### src/sv/gtlw_pkg.sv
package gtlw_pkg;

    // Character codes that steer the line breaking
    localparam logic [7:0] CH_NEWLINE = 8'd10;
    localparam logic [7:0] CH_SPACE   = 8'd32;
    localparam logic [7:0] CH_TAB     = 8'd9;

    // Character indices wrap at this length (16-bit index)
    localparam int MAX_TEXT_LEN = 65536;
    localparam int IDX_W        = $clog2(MAX_TEXT_LEN);

    localparam logic [15:0] WIDTH_MAX = 16'hFFFF;

    // Configuration register indices
    localparam logic [1:0] REG_WRAP_WIDTH = 2'd0;
    localparam logic [1:0] REG_WRAP_MODE  = 2'd1;

    // Wrap modes
    localparam logic [1:0] MODE_NEWLINE = 2'd0;
    localparam logic [1:0] MODE_LINE    = 2'd1;
    localparam logic [1:0] MODE_WORD    = 2'd2;

    // Output queue depth
    localparam int OQ_DEPTH = 4;
    localparam int OQ_AW    = $clog2(OQ_DEPTH);

    // One reported line
    typedef struct packed {
        logic             last_of_run;
        logic             text_done;
        logic [15:0]      final_width;
        logic [15:0]      seg_length;
        logic [IDX_W-1:0] seg_start;
    } seg_t;

    // Lines produced by one character, pushed into the output queue
    typedef struct packed {
        logic [1:0] count;
        seg_t       first;
        seg_t       second;
    } push_t;

endpackage

### src/sv/gtlw_core.sv
module gtlw_core import gtlw_pkg::*; (
    input  logic        aclk,
    input  logic        aresetn,
    input  logic        take,
    input  logic [7:0]  char_code,
    input  logic [7:0]  glyph_advance,
    input  logic        last_char,
    input  logic [15:0] wrap_width,
    input  logic [1:0]  wrap_mode,
    output push_t       push
);

    logic [IDX_W-1:0] char_index_reg, char_index_next;
    logic [IDX_W-1:0] line_begin_reg, line_begin_next;
    logic [IDX_W-1:0] space_index_reg, space_index_next;
    logic [15:0]      line_offset_reg, line_offset_next;
    logic [15:0]      word_width_reg, word_width_next;

    logic [IDX_W-1:0] idx_inc;
    logic [IDX_W-1:0] lb;
    logic [IDX_W-1:0] sp;
    logic [15:0]      off;
    logic [15:0]      ww;
    logic [16:0]      off_sum;
    logic [16:0]      ww_sum;
    logic             over;
    logic             is_blank;
    logic             brk;
    logic             flush;
    logic [IDX_W-1:0] brk_start;
    logic [15:0]      brk_len;
    seg_t             brk_seg;
    seg_t             flush_seg;

    // Next-state and line extraction for one character
    always_comb begin
        idx_inc  = char_index_reg + 1'b1;
        lb       = line_begin_reg;
        sp       = space_index_reg;
        off      = line_offset_reg;
        ww       = word_width_reg;
        ww_sum   = '0;
        off_sum  = '0;
        brk      = 1'b0;
        brk_start = line_begin_reg;
        brk_len  = 16'(char_index_reg - line_begin_reg);
        is_blank = (char_code == CH_SPACE) || (char_code == CH_TAB);
        over     = ({1'b0, line_offset_reg} + {9'd0, glyph_advance}) > {1'b0, wrap_width};

        if (char_code == CH_NEWLINE) begin
            brk = 1'b1;
            lb  = idx_inc;
            off = '0;
        end else begin
            if (wrap_mode == MODE_LINE) begin
                if (over) begin
                    brk = 1'b1;
                    lb  = char_index_reg;
                    off = '0;
                end
            end else if (wrap_mode == MODE_WORD) begin
                if (is_blank) begin
                    sp = char_index_reg;
                    ww = '0;
                end
                if (over) begin
                    brk = 1'b1;
                    if (sp > line_begin_reg) begin
                        brk_len = 16'(sp - line_begin_reg);
                        lb      = sp + 1'b1;
                        off     = ww;
                        ww      = '0;
                    end else begin
                        lb  = char_index_reg;
                        off = '0;
                    end
                end
                ww_sum = {1'b0, ww} + {9'd0, glyph_advance};
                ww     = ww_sum[16] ? WIDTH_MAX : ww_sum[15:0];
            end
            off_sum = {1'b0, off} + {9'd0, glyph_advance};
            off     = off_sum[16] ? WIDTH_MAX : off_sum[15:0];
        end

        flush = last_char && (off != '0);

        brk_seg.seg_start   = brk_start;
        brk_seg.seg_length  = brk_len;
        brk_seg.final_width = (last_char && !flush) ? off : '0;
        brk_seg.text_done   = last_char && !flush;
        brk_seg.last_of_run = !flush;

        flush_seg.seg_start   = lb;
        flush_seg.seg_length  = 16'(char_index_reg + 1'b1 - lb);
        flush_seg.final_width = off;
        flush_seg.text_done   = 1'b1;
        flush_seg.last_of_run = 1'b1;

        push.count  = {1'b0, brk} + {1'b0, flush};
        push.first  = brk ? brk_seg : flush_seg;
        push.second = flush_seg;

        if (last_char) begin
            char_index_next  = '0;
            line_begin_next  = '0;
            space_index_next = '0;
            line_offset_next = '0;
            word_width_next  = '0;
        end else begin
            char_index_next  = idx_inc;
            line_begin_next  = lb;
            space_index_next = sp;
            line_offset_next = off;
            word_width_next  = ww;
        end
    end

    // Per-text state
    always_ff @(posedge aclk) begin
        if (!aresetn) begin
            char_index_reg  <= '0;
            line_begin_reg  <= '0;
            space_index_reg <= '0;
            line_offset_reg <= '0;
            word_width_reg  <= '0;
        end else if (take) begin
            char_index_reg  <= char_index_next;
            line_begin_reg  <= line_begin_next;
            space_index_reg <= space_index_next;
            line_offset_reg <= line_offset_next;
            word_width_reg  <= word_width_next;
        end
    end

endmodule

### src/sv/gtlw_outq.sv
module gtlw_outq import gtlw_pkg::*; (
    input  logic  aclk,
    input  logic  aresetn,
    input  logic  push_en,
    input  push_t push,
    output logic  room,
    output logic  out_valid,
    input  logic  out_ready,
    output seg_t  out_seg
);

    seg_t               mem_reg [OQ_DEPTH];
    logic [OQ_AW-1:0]   wr_ptr_reg, wr_ptr_next;
    logic [OQ_AW-1:0]   rd_ptr_reg, rd_ptr_next;
    logic [OQ_AW:0]     count_reg, count_next;
    logic [1:0]         n_in;
    logic               pop;

    // Room for two lines, whatever leaves this cycle
    assign room      = count_reg <= (OQ_AW+1)'(OQ_DEPTH - 2);
    assign out_valid = count_reg != '0;
    assign out_seg   = mem_reg[rd_ptr_reg];
    assign pop       = out_valid && out_ready;
    assign n_in      = push_en ? push.count : 2'd0;

    always_comb begin
        wr_ptr_next = wr_ptr_reg + OQ_AW'(n_in);
        rd_ptr_next = rd_ptr_reg + OQ_AW'(pop);
        count_next  = count_reg + (OQ_AW+1)'(n_in) - (OQ_AW+1)'(pop);
    end

    // Queue storage
    always_ff @(posedge aclk) begin
        if (n_in != 2'd0) begin
            mem_reg[wr_ptr_reg] <= push.first;
        end
        if (n_in == 2'd2) begin
            mem_reg[wr_ptr_reg + 1'b1] <= push.second;
        end
    end

    // Pointers and fill level
    always_ff @(posedge aclk) begin
        if (!aresetn) begin
            wr_ptr_reg <= '0;
            rd_ptr_reg <= '0;
            count_reg  <= '0;
        end else begin
            wr_ptr_reg <= wr_ptr_next;
            rd_ptr_reg <= rd_ptr_next;
            count_reg  <= count_next;
        end
    end

endmodule

### src/sv/greedy_text_line_wrapper.sv
// Greedy text line wrapper.
// Input stream: one character per beat. s_tdata carries the character code and
// the glyph advance, s_tlast marks the final character of a text.
// Output stream: one line per beat as start index, length and (on the final
// line of a text) the last line's pixel width; m_tuser flags that final line,
// m_tlast marks the last line caused by a given character.
// Configuration: cfg_addr 0 writes the wrap width, 1 the wrap mode
// (0 newline only, 1 break at any glyph, 2 break at words). Write only
// while no text is in flight; cfg_ready is always high.
// Lines are written into the output queue when the character that ends them
// is accepted. Throughput: one character per cycle while s_tready is high; a
// character that yields two lines gives one output beat for each. Lines wait in a
// four-entry queue; s_tready drops while more than two lines are held.
// Reset: aresetn low clears the line state and the queue, wrap width returns
// to 65535 and the mode to newline only.
// Receiver stall: lines are held in the queue, never dropped, and input
// stalls once the queue cannot take a further two lines.
module greedy_text_line_wrapper import gtlw_pkg::*; (
    input  logic        aclk,
    input  logic        aresetn,
    // input characters
    input  logic        s_tvalid,
    output logic        s_tready,
    input  logic [15:0] s_tdata,   // [7:0] char_code, [15:8] glyph_advance
    input  logic        s_tlast,   // last_char
    // output lines
    output logic        m_tvalid,
    input  logic        m_tready,
    output logic [47:0] m_tdata,   // [15:0] seg_start, [31:16] seg_length,
                                   // [47:32] final_width
    output logic        m_tuser,   // text_done
    output logic        m_tlast,   // last_of_run
    // configuration writes
    input  logic        cfg_valid,
    output logic        cfg_ready,
    input  logic [1:0]  cfg_addr,
    input  logic [15:0] cfg_data
);

    logic [15:0] wrap_width_reg;
    logic [1:0]  wrap_mode_reg;
    logic        take;
    push_t       push;
    seg_t        out_seg;
    logic        room;

    assign cfg_ready = 1'b1;
    assign s_tready  = room;
    assign take      = s_tvalid && room;

    // Configuration registers
    always_ff @(posedge aclk) begin
        if (!aresetn) begin
            wrap_width_reg <= WIDTH_MAX;
            wrap_mode_reg  <= MODE_NEWLINE;
        end else if (cfg_valid) begin
            case (cfg_addr)
                REG_WRAP_WIDTH: wrap_width_reg <= cfg_data;
                REG_WRAP_MODE:  wrap_mode_reg  <= cfg_data[1:0];
                default:        ;
            endcase
        end
    end

    gtlw_core u_core (
        .aclk          (aclk),
        .aresetn       (aresetn),
        .take          (take),
        .char_code     (s_tdata[7:0]),
        .glyph_advance (s_tdata[15:8]),
        .last_char     (s_tlast),
        .wrap_width    (wrap_width_reg),
        .wrap_mode     (wrap_mode_reg),
        .push          (push)
    );

    gtlw_outq u_outq (
        .aclk      (aclk),
        .aresetn   (aresetn),
        .push_en   (take),
        .push      (push),
        .room      (room),
        .out_valid (m_tvalid),
        .out_ready (m_tready),
        .out_seg   (out_seg)
    );

    // Output beat packing
    assign m_tdata = {out_seg.final_width, out_seg.seg_length, out_seg.seg_start};
    assign m_tuser = out_seg.text_done;
    assign m_tlast = out_seg.last_of_run;

endmodule
### config.mk
export PLATFORM = sky130hd
export DESIGN_NAME = greedy_text_line_wrapper
export DESIGN_NICKNAME = d
export VERILOG_FILES = /design/src/sv/gtlw_pkg.sv /design/src/sv/gtlw_core.sv /design/src/sv/gtlw_outq.sv /design/src/sv/greedy_text_line_wrapper.sv
export SDC_FILE = /design/constraint.sdc
export NUM_CORES = 1
export LEC_CHECK = 0
export BUFFER_PORTS_ARGS = -buffer_cell sky130_fd_sc_hd__buf_4
export CORE_AREA = 2 2 187 189
export CTS_CLUSTER_DIAMETER = 120
export CTS_CLUSTER_SIZE = 14
export DETAILED_ROUTE_END_ITERATION = 10
export DIE_AREA = 0 0 189 191
export PLACE_DENSITY_LB_ADDON = 0.05
export SKIP_LAST_GASP = 1
export SLEW_MARGIN = 15
export SYNTH_ARGS = -nofsm -noshare
export SYNTH_HDL_FRONTEND = slang
export SYNTH_SLANG_ARGS = --single-unit
### constraint.sdc
create_clock -name aclk -period 28.2 [get_ports aclk]
set_input_delay 4.23 -clock aclk [delete_from_list [all_inputs] [get_ports aclk]]
set_output_delay 4.23 -clock aclk [all_outputs]
set_load 0.01 [all_outputs]
# Yosys cells after proc, flatten, opt, wreduce, memory -nomap -nowiden
# Memory sizes are Yosys's and may differ from the RTL's. A register that Yosys moved wholly into a read port is not among the register bits.
# Cells that the tools add are included.
# totals
reg_bits	105
mem_bits_rw	200
elab_cells	104
memories	1
# classes
add_sub_neg	14
magnitude_cmp	3
eq_ne	9
muxes	53
reduce_logical	14
# memory_table
name	words	word_bits	read_ports	rd_ports_with_merged_regs	write_ports	line_no	source
u_outq.mem_reg	4	50	1	1	2	gtlw_outq.sv:12	seg_t mem_reg [OQ_DEPTH];
# op_table
operator	count
16-bit 2-to-1 mux	42
16-bit by 8-bit adder with 17-bit output	3
50-bit 2-to-1 mux	1
16-bit subtractor	3
16-bit by 1-bit adder with 16-bit output, second input constant	2
17-bit by 16-bit > comparator with 1-bit output	1
8-bit by 4-bit == test with 1-bit output, second input constant	2
16-bit > comparator	1
16-bit nonzero test	1
8-bit by 6-bit == test with 1-bit output, second input constant	1
1-bit 2-to-1 mux	8
2-bit by 1-bit == test with 1-bit output, second input constant	2
2-bit == test, second input constant	2
1-bit logical AND	4
2-bit 2-to-1 mux	2
2-bit inequality test, second input constant	2
2-bit AND reduction	2
4-bit AND reduction	1
2-bit nonzero test	2
3-bit by 2-bit adder with 3-bit output	1
3-bit by 2-bit <= comparator with 1-bit output, second input constant	1
3-bit nonzero test	1
3-bit by 1-bit subtractor with 3-bit output	1
1-bit by 1-bit adder with 2-bit output	1
other kinds (6)	6

# Logic depth before layout (Yosys ltp)
# Gate-level depths: netlist (run 1).
# depth
depth_word	22
ltp_mapped	45
ltp_nobuf	42

# By module
# Synthesis (run 1) repeated with hierarchy kept, for this count alone.
# hier_totals
cells_unflattened	1962
area_unflattened_um2	20688.6
# modules_own_cells
mod	instances	cells_each	area_each_um2	seq_area_each_um2
gtlw_outq	1	539	10222.3	6145.9
gtlw_core	1	1340	9621.7	1601.5
greedy_text_line_wrapper	1	83	844.6	360.3

# Worst setup path before layout (run 1)
# No wires, ideal clock.
# synth_path
kind	input to register
from	input port s_tdata[2]
to	memory u_outq.mem_reg[2][0] (netlist name), enable pin
setup_ns	0.407
arrival_ns	12.887
setup_slack_ns	14.905
cell_stages	34
path_buffers	7
cell_sequence	or4_4 > a211o_1 > buf_6 > buf_2 > clkbuf_1 > mux2i_1 > ha_1 > fa_1 > nand2b_1 > a211oi_1 > o211ai_1 > a21bo_2 > clkbuf_1 > nor3_2 > clkbuf_1 > a22o_1 > ha_1 > nor2b_1 > o21a_1 > o21a_1 > o31a_1 > o21ai_0 > nand2b_1 > o2111a_1 > or2_0 > a2111oi_0 > a31o_2 > a31oi_1 > ha_1 > clkbuf_1 > o21ai_1 > or2_2 > clkbuf_1 > nand2_1
# synth_rtl
item	line_no	source
start, declared	greedy_text_line_wrapper.sv:24	input logic [15:0] s_tdata,
end, declared	gtlw_outq.sv:12	

==> results of run 1 <==
## synthesized netlist by cell type (5+ instances only)
library cell,count,area [sq um]
o21a_1,13,97.6
clkbuf_1,113,424
a21oi_1,91,455
a31oi_1,17,106
buf_2,8,40.0
a211o_1,5,43.8
inv_1,90,338
fa_1,7,140
and4_1,5,43.8
mux4_2,50,1130
nor3_1,38,190
a211oi_1,15,113
xor2_1,35,307
a31o_2,5,43.8
nor2_1,166,623
a21o_1,21,158
nor4_1,7,43.8
o21bai_1,10,75.1
o211ai_1,35,263
nand3_1,32,160
a22o_1,12,105
xnor2_1,63,552
ha_1,95,1190
o21ai_1,6,30.0
nand2_1,169,634
and2_1,51,319
a21boi_0,12,90.1
o221ai_1,6,52.6
nor2b_1,47,294
edfxtp_1,192,5770
o2111ai_1,5,43.8
or3_1,6,37.5
nand4_1,10,62.6
o21ai_0,112,561
buf_1,9,33.8
and3_1,18,113
dfxtp_1,113,2260
o22ai_1,142,888
a22oi_1,34,255
mux2i_1,19,190
nand2b_1,16,100
## per-stage QoR
step	utilization [%]	total power [W]
4_1_cts	61.3	0.00112
3_3_place_gp	59.2	0.000794
2_1_floorplan	-	0.000694
3_5_place_dp	59.2	0.000798
6_report	61.3	0.00111
5_1_grt	61.3	0.00116
## area by class of cell
| cell class | count | area (sq um) |
|---|---|---|
| Timing Repair Buffer | 120 | 901 |
| Multi-Input combinational cell | 1458 | 10400 |
| Sequential cell | 305 | 8030 |
| Inverter | 92 | 345 |
| Tap cell | 455 | 569 |
| Clock inverter | 2 | 13.8 |
| Clock buffer | 41 | 686 |
| Fill cell | 2870 | 13200 |
## cell families (layout without fill, tap and decap cells)
logic type                 count (synthesis)  count (layout)  synth area share (%)
muxes                                     76              76                  7.38
other                                      1               1                0.0195
and+or+nand+nor                          589             589                  14.7
DFF                                      305             305                  41.8
xor gates and xnor gates                  98              98                  4.47
buffers and inverters                    224             255                  4.49
adders and majority gates                102             102                  6.92
AOI/OAI and AO/OA                        592             592                  20.2
## layout by cell type (no fill, tap or decap), types with 32 or more instances in the layout
cell,instances
a21oi_1,91
a22oi_1,34
and2_1,51
buf_4,120
dfxtp_1,111
edfxtp_1,192
ha_1,95
inv_1,90
mux4_2,50
nand2_1,165
nand3_1,32
nor2_1,165
nor2b_1,47
nor3_1,37
o211ai_1,35
o21ai_0,112
o22ai_1,142
xnor2_1,63
xor2_1,35
## worst min path at each step
stage | from | to | cells past startpoint
finish | u_outq.mem_reg[3][49] | u_outq.mem_reg[3][49] | 2
global route | u_outq.mem_reg[0][48] | u_outq.mem_reg[0][48] | 1
CTS | u_core.word_width_reg[6] | u_core.word_width_reg[6] | 2
detailed placement | u_outq.mem_reg[3][49] | u_outq.mem_reg[3][49] | 2
global placement | u_outq.mem_reg[0][49] | u_outq.mem_reg[0][49] | 2
floorplan | wrap_width_reg[0] | wrap_width_reg[0] | 2
## metal layers
| metal | vias up | track usage [%] |
|---|---|---|
| met4 | 0 | 5.86 |
| met5 | - | 0 |
| met1 | 7626 | 44.0 |
| met3 | 77 | 4.79 |
| li1 | 7432 | - |
| met2 | 801 | 47.5 |
## critical path: cells and delay by family
| kind | cells | cell delay [ps] |
|---|---|---|
| mux | 1 | 210 |
| fa+ha+maj | 5 | 1700 |
| buf+inv | 4 | 870 |
| simple gates | 7 | 3180 |
| compound gates | 16 | 3940 |
## power by group
group | internal, W | leakage, nW | switching [W]
Sequential | 0.000493 | 2.67 | 0.00000981
Combinational | 0.000128 | 4.69 | 0.000157
Clock | 0.000165 | 0.335 | 0.000161
Total | 0.000786 | 7.70 | 0.000328
==> metrics.log, run 1 <==
INFO  metric timing_worst_slew_pin_value = 1110 ps
INFO  metric finalSetupTns = 0 ps
INFO  metric worstSkewPairLatency = 560 ps
INFO  metric cts.repair_timing.setup_buffer_count = 0
INFO  metric dp_slack = 13930 ps
INFO  metric drt-initial-drc-count = 1846
INFO  metric critical_path_start_end_classification = in2reg
INFO  metric cts.sink_count = 305
INFO  metric syn-num-nets = 2129
INFO  metric worst_hold_slack = 486 ps
INFO  metric crit_end_category = flip-flop
INFO  metric postSynth.asyncResetShare = 0%
INFO  metric grt.overflow.total = 0
INFO  metric setup.reg_to_reg.worst_slack = 17870 ps
INFO  metric count_of_unique_library_cells_instantiated_by_yosys = 89
INFO  metric netlist_area = 19200 sq um
INFO  metric largest_register_ffs = 200
INFO  metric die_height = 191 um
INFO  metric grt_max_degree = 93
INFO  metric areal_power_density_over_the_cells = 53.3 nW/um^2
INFO  metric chipWidth = 189 um
INFO  metric cts-resized-gates = 0
INFO  metric maxCapViolCount = 0
INFO  metric rr_startpoint = u_core.line_offset_reg[0]
INFO  metric coreArea = 34100 sq um
INFO  metric critPathArrivalTime = 14180 ps
INFO  metric max_stage_delay = 810 ps
INFO  metric cts.root.buffer_cell = clkbuf_16
INFO  metric io_pins = 93
INFO  metric route.final.wire_length = 54300 um
INFO  metric ys_seq_area_share = 41.8%
INFO  metric p_leak = 7.70 nW
INFO  metric worstSetupEndpoint = u_outq.mem_reg[3][48]
INFO  metric worstRegToRegCells = 37
INFO  metric clkSlewWorstSetupHoldPaths = 70 ps
INFO  metric post-route-min-period = 13760 ps
INFO  metric place_hpwl = 38700 um
INFO  metric synth-edff-count = 192
INFO  metric finalHoldViolations = 0
INFO  metric post_drt_via_cell_ratio = 6.44
INFO  metric timing.clock.skew = 21.2 ps
INFO  metric worstReg2RegEnd = u_outq.mem_reg[3][48]
INFO  metric dpl_cell_area = 20200 sq um
INFO  metric worst_ep_required = 28620 ps
INFO  metric initial_antenna_violation_count = 0
INFO  metric routedLengthMet1 = 24100 um
INFO  metric rsz_0062_raised_after_global_routing = false
INFO  metric finalCritPeriodShare = 48.8%
INFO  metric antenna-diode-count = 0
INFO  metric ys.flop_type = edfxtp_1
INFO  metric rows = 68
INFO  metric cts.path.max_buffers = 3
INFO  metric grt_pass1_vias = 15000
INFO  metric detailroute.wirelength.met3 = 5320 um
INFO  metric postSynthRegisterBits = 305
INFO  metric route.met2.wl = 24000 um
INFO  metric grt_pass1_wl = 85200 um
INFO  metric worst_path_max_delay_cell = nor3_2
INFO  metric max_freq = 72.7 MHz
INFO  metric cts_tree = built
INFO  metric area_grow_syn2layout = 8.86%
INFO  metric finalWorstSetupSlack = 14440 ps
INFO  metric cts-buffers-inserted = 25
INFO  metric design.final.nets = 2144
INFO  metric synth.yosys.warnings = 0
INFO  metric startpoint_types = input pin
INFO  metric worst_slew_margin_rel = 25.9%
INFO  metric place.detailed.instances = 2430
INFO  metric run_status = finished, final reports clean
INFO  metric drcViolationCount = 0
INFO  metric dr.max_layer_used = met4
INFO  metric drt-wirelength-per-cell = 22.0 um
INFO  metric filler_free_cell_count_of_the_finished_design = 2473
INFO  metric finalSetupViolCount = 0
INFO  metric layout.cell_area.non_filler = 20900 sq um
INFO  metric routabilityCongestion = 0.907
INFO  metric ir_worst_vdd = 43.6 uV
INFO  metric floorplan.initialDensity = 56.3%
INFO  metric timing.hold.worst.class = reg2reg
INFO  metric crit_start = s_tdata[2]
INFO  metric ctsHoldBuffers = 0
INFO  metric total_of_buffers_placed_on_input_and_output_ports = 91
INFO  metric postSynthAreaPerCell = 9.67 sq um
INFO  metric via_count = 15900
INFO  metric dieArea = 36100 sq um
INFO  metric final_antenna_net_count = 0
INFO  metric groute.usage.overall = 30.1%
INFO  metric firstDrtPassIters = 6
INFO  metric worst-path-max-fanout = 35
INFO  metric syn-instance-count = 1987
INFO  metric maxSlewViolCount = 0
INFO  metric cts_max_level = 1
INFO  metric post_route_cells_drive_above_1_share = 12.2%
(Power assumes the default switching activity.)
==> run 2, diff against run 1 <==
Clock period 28.2 ns to 12.6 ns, I/O delays scaled along.
==> run 2 against run 1 <==
Compared with the run above:
- sequential share of layout area fell by 0.13 points
- core utilization rose by 0.21 points
- register-to-register slack got worse by 15000 ps
- non-clock buffer count rose by 8
- sequential power rose by 130%
- clock power rose by 120%
- first-iteration DRC count fell by 8.0%
- sequential cell count did not move
- clock skew fell by 4.4 ps
- largest power group unchanged
==> metrics.log, run 2 (same netlist as run 1, synthesis figures left out) <==
INFO  metric run_status = finished, final reports clean
INFO  metric ir_worst_vdd = 119 uV (+170%)
INFO  metric ctsHoldBuffers = 0 (unchanged)
INFO  metric timing_worst_slew_pin_value = 1070 ps (-33.4 ps)
INFO  metric initial_antenna_violation_count = 0 (unchanged)
INFO  metric timing.clock.skew = 16.8 ps (-4.38 ps)
INFO  metric cts.repair_timing.setup_buffer_count = 0 (unchanged)
INFO  metric worst_slew_margin_rel = 28.0% (+2.1 points)
INFO  metric finalCritPeriodShare = 88.1%
INFO  metric drt-initial-drc-count = 1699 (-8.0%)
INFO  metric grt_pass1_vias = 15200 (+1.0%)
INFO  metric grt_pass1_wl = 87800 um (+3.1%)
INFO  metric rsz_0062_raised_after_global_routing = false
INFO  metric regArea = 8030 sq um (unchanged)
INFO  metric cts.path.max_buffers = 3 (unchanged)
INFO  metric cts-buffers-inserted = 25 (unchanged)
INFO  metric die_height = 191 um (unchanged)
INFO  metric startpoint_types = input pin
INFO  metric finalSetupViolCount = 0 (unchanged)
INFO  metric max_freq = 90.1 MHz
INFO  metric rows = 68 (unchanged)
INFO  metric largest_register_ffs = 200 (unchanged)
INFO  metric power_after_layout = 0.00250 W (+120%)
INFO  metric cts_tree = built
INFO  metric cts_max_level = 1 (unchanged)
INFO  metric worst-path-max-fanout = 27 (-23%)
INFO  metric via_count = 16000 (+0.34%)
INFO  metric hp-start = u_outq.mem_reg[0][48]
INFO  metric post-route-min-period = 11100 ps
INFO  metric grt_max_degree = 107 (+15%)
INFO  metric maxSlewViolCount = 0 (unchanged)
INFO  metric place_hpwl = 39200 um (+1.4%)
INFO  metric firstDrtPassIters = 6 (unchanged)
INFO  metric cts-resized-gates = 0 (unchanged)
INFO  metric critical_path_start_end_classification = in2reg
INFO  metric floorplan.initialDensity = 56.3% (unchanged)
INFO  metric multiInputGateArea = 10400 sq um (unchanged)
INFO  metric finalHoldViolations = 0 (unchanged)
INFO  metric grt.overflow.total = 0 (unchanged)
INFO  metric n_fill_cell = 2899 (+1.0%)
INFO  metric groute.usage.overall = 31.0% (+0.96 points)
INFO  metric crit_end_category = flip-flop
INFO  metric layout_commonest_cell = edfxtp_1
INFO  metric rr_startpoint = u_core.line_offset_reg[0]
INFO  metric antenna-diode-count = 0 (unchanged)
INFO  metric areal_power_density_over_the_cells = 119 nW/um^2 (+120%)
INFO  metric total_of_buffers_placed_on_input_and_output_ports = 91 (unchanged)
INFO  metric design.final.nets = 2152 (+0.37%)
INFO  metric drt-wirelength-per-cell = 22.6 um (+2.7%)
INFO  metric timing.hold.worst.class = reg2reg
INFO  metric drcViolationCount = 0 (unchanged)
INFO  metric finalSetupTns = 0 ps (unchanged)
INFO  metric worst_path_most_repeated_cell = ha_1
INFO  metric post_drt_via_cell_ratio = 6.44 (about the same)
INFO  metric crit_start = s_tdata[8]
INFO  metric worst_ep_required = 12850 ps (-15770 ps)
INFO  metric worst_path_max_delay_cell = a31oi_2
INFO  metric dieArea = 36100 sq um (unchanged)
INFO  metric cts.sink_count = 305 (unchanged)
INFO  metric critPathArrivalTime = 11350 ps (-2830 ps)
INFO  metric chipWidth = 189 um (unchanged)
INFO  metric routabilityCongestion = 0.935 (+3.1%)
INFO  metric most_used_cells_in_the_layout_excluding_fill_and_tap_cells = edfxtp_1, nor2_1, nand2_1
INFO  metric io_pins = 93 (unchanged)
INFO  metric maxCapViolCount = 0 (unchanged)
INFO  metric clkSlewWorstSetupHoldPaths = 70 ps (about the same)
INFO  metric p_leak = 7.73 nW (+0.48%)
INFO  metric route.final.wire_length = 56000 um (+3.1%)
INFO  metric cts.root.buffer_cell = clkbuf_16
INFO  metric area_grow_syn2layout = 9.23%
INFO  metric post_route_cells_drive_above_1_share = 12.6% (+0.35 points)
INFO  metric coreArea = 34100 sq um (unchanged)
INFO  metric worstSkewPairLatency = 550 ps (about the same)
INFO  metric final_antenna_net_count = 0 (unchanged)
INFO  metric max_stage_delay = 620 ps (-190 ps)
run 2: cell types whose count changed in the layout (fill, tap and decap cells not counted), sizes merged:
cell	change
buf	+8
run 2: final cells by class:
type | count | area share (%)
Clock buffer | 41 | 3.27
Clock inverter | 2 | 0.0656
Inverter | 92 | 1.65
Multi-Input combinational cell | 1458 | 49.4
Sequential cell | 305 | 38.3
Tap cell | 455 | 2.71
Timing Repair Buffer | 128 | 4.64
run 2: per-stage QoR:
stage | hold slack, ps | setup slack (ps) | instance area [sq um] | util (%) | std cells
6_report | 493 | 1500 | 21000 | 61.5 | 2481
5_1_grt | 505 | 688 | 21000 | 61.5 | 2481
4_1_cts | 491 | 1610 | 21000 | 61.5 | 2481
3_5_place_dp | 478 | 1080 | 20300 | 59.5 | 2438
3_3_place_gp | 464 | 1300 | 20300 | 59.5 | 2438
2_1_floorplan | 448 | 1650 | 19200 | - | 1987
run 2: worst max-delay path: cells and delay by family:
kind,cells,cell delay [ps]
AO/OA/AOI/OAI,15,4370
adder cells (fa/ha/maj),6,1690
buffers and inverters,5,670
AND/OR/NAND/NOR,12,2510
XOR/XNOR,1,200
run 2: path summary, 6_finish.rpt:
path	slack, ps	depth (start not counted)	endpoint
setup / recovery	1500	39	u_outq.mem_reg[0][41]
hold / removal	490	1	u_outq.mem_reg[0][48]
setup reg to reg	2520	38	u_outq.mem_reg[0][41]
hold reg to reg	490	1	u_outq.mem_reg[0][48]
run 2: power by group:
part           switching, W  internal (W)
sequential        0.0000341       0.00110
clock              0.000361      0.000371
combinational      0.000345      0.000288
total              0.000739       0.00176
run 2: routing by layer:
layer | share of wire [%] | wire (um) | track usage (%) | vias to the layer above
li1 | - | - | - | 7440
met1 | 44 | 24700 | 46.5 | 7690
met2 | 44 | 24400 | 47.4 | 796
met3 | 10 | 5860 | 5.36 | 64
met4 | 1.8 | 994 | 6.28 | 0
met5 | 0 | 0 | 0 | -
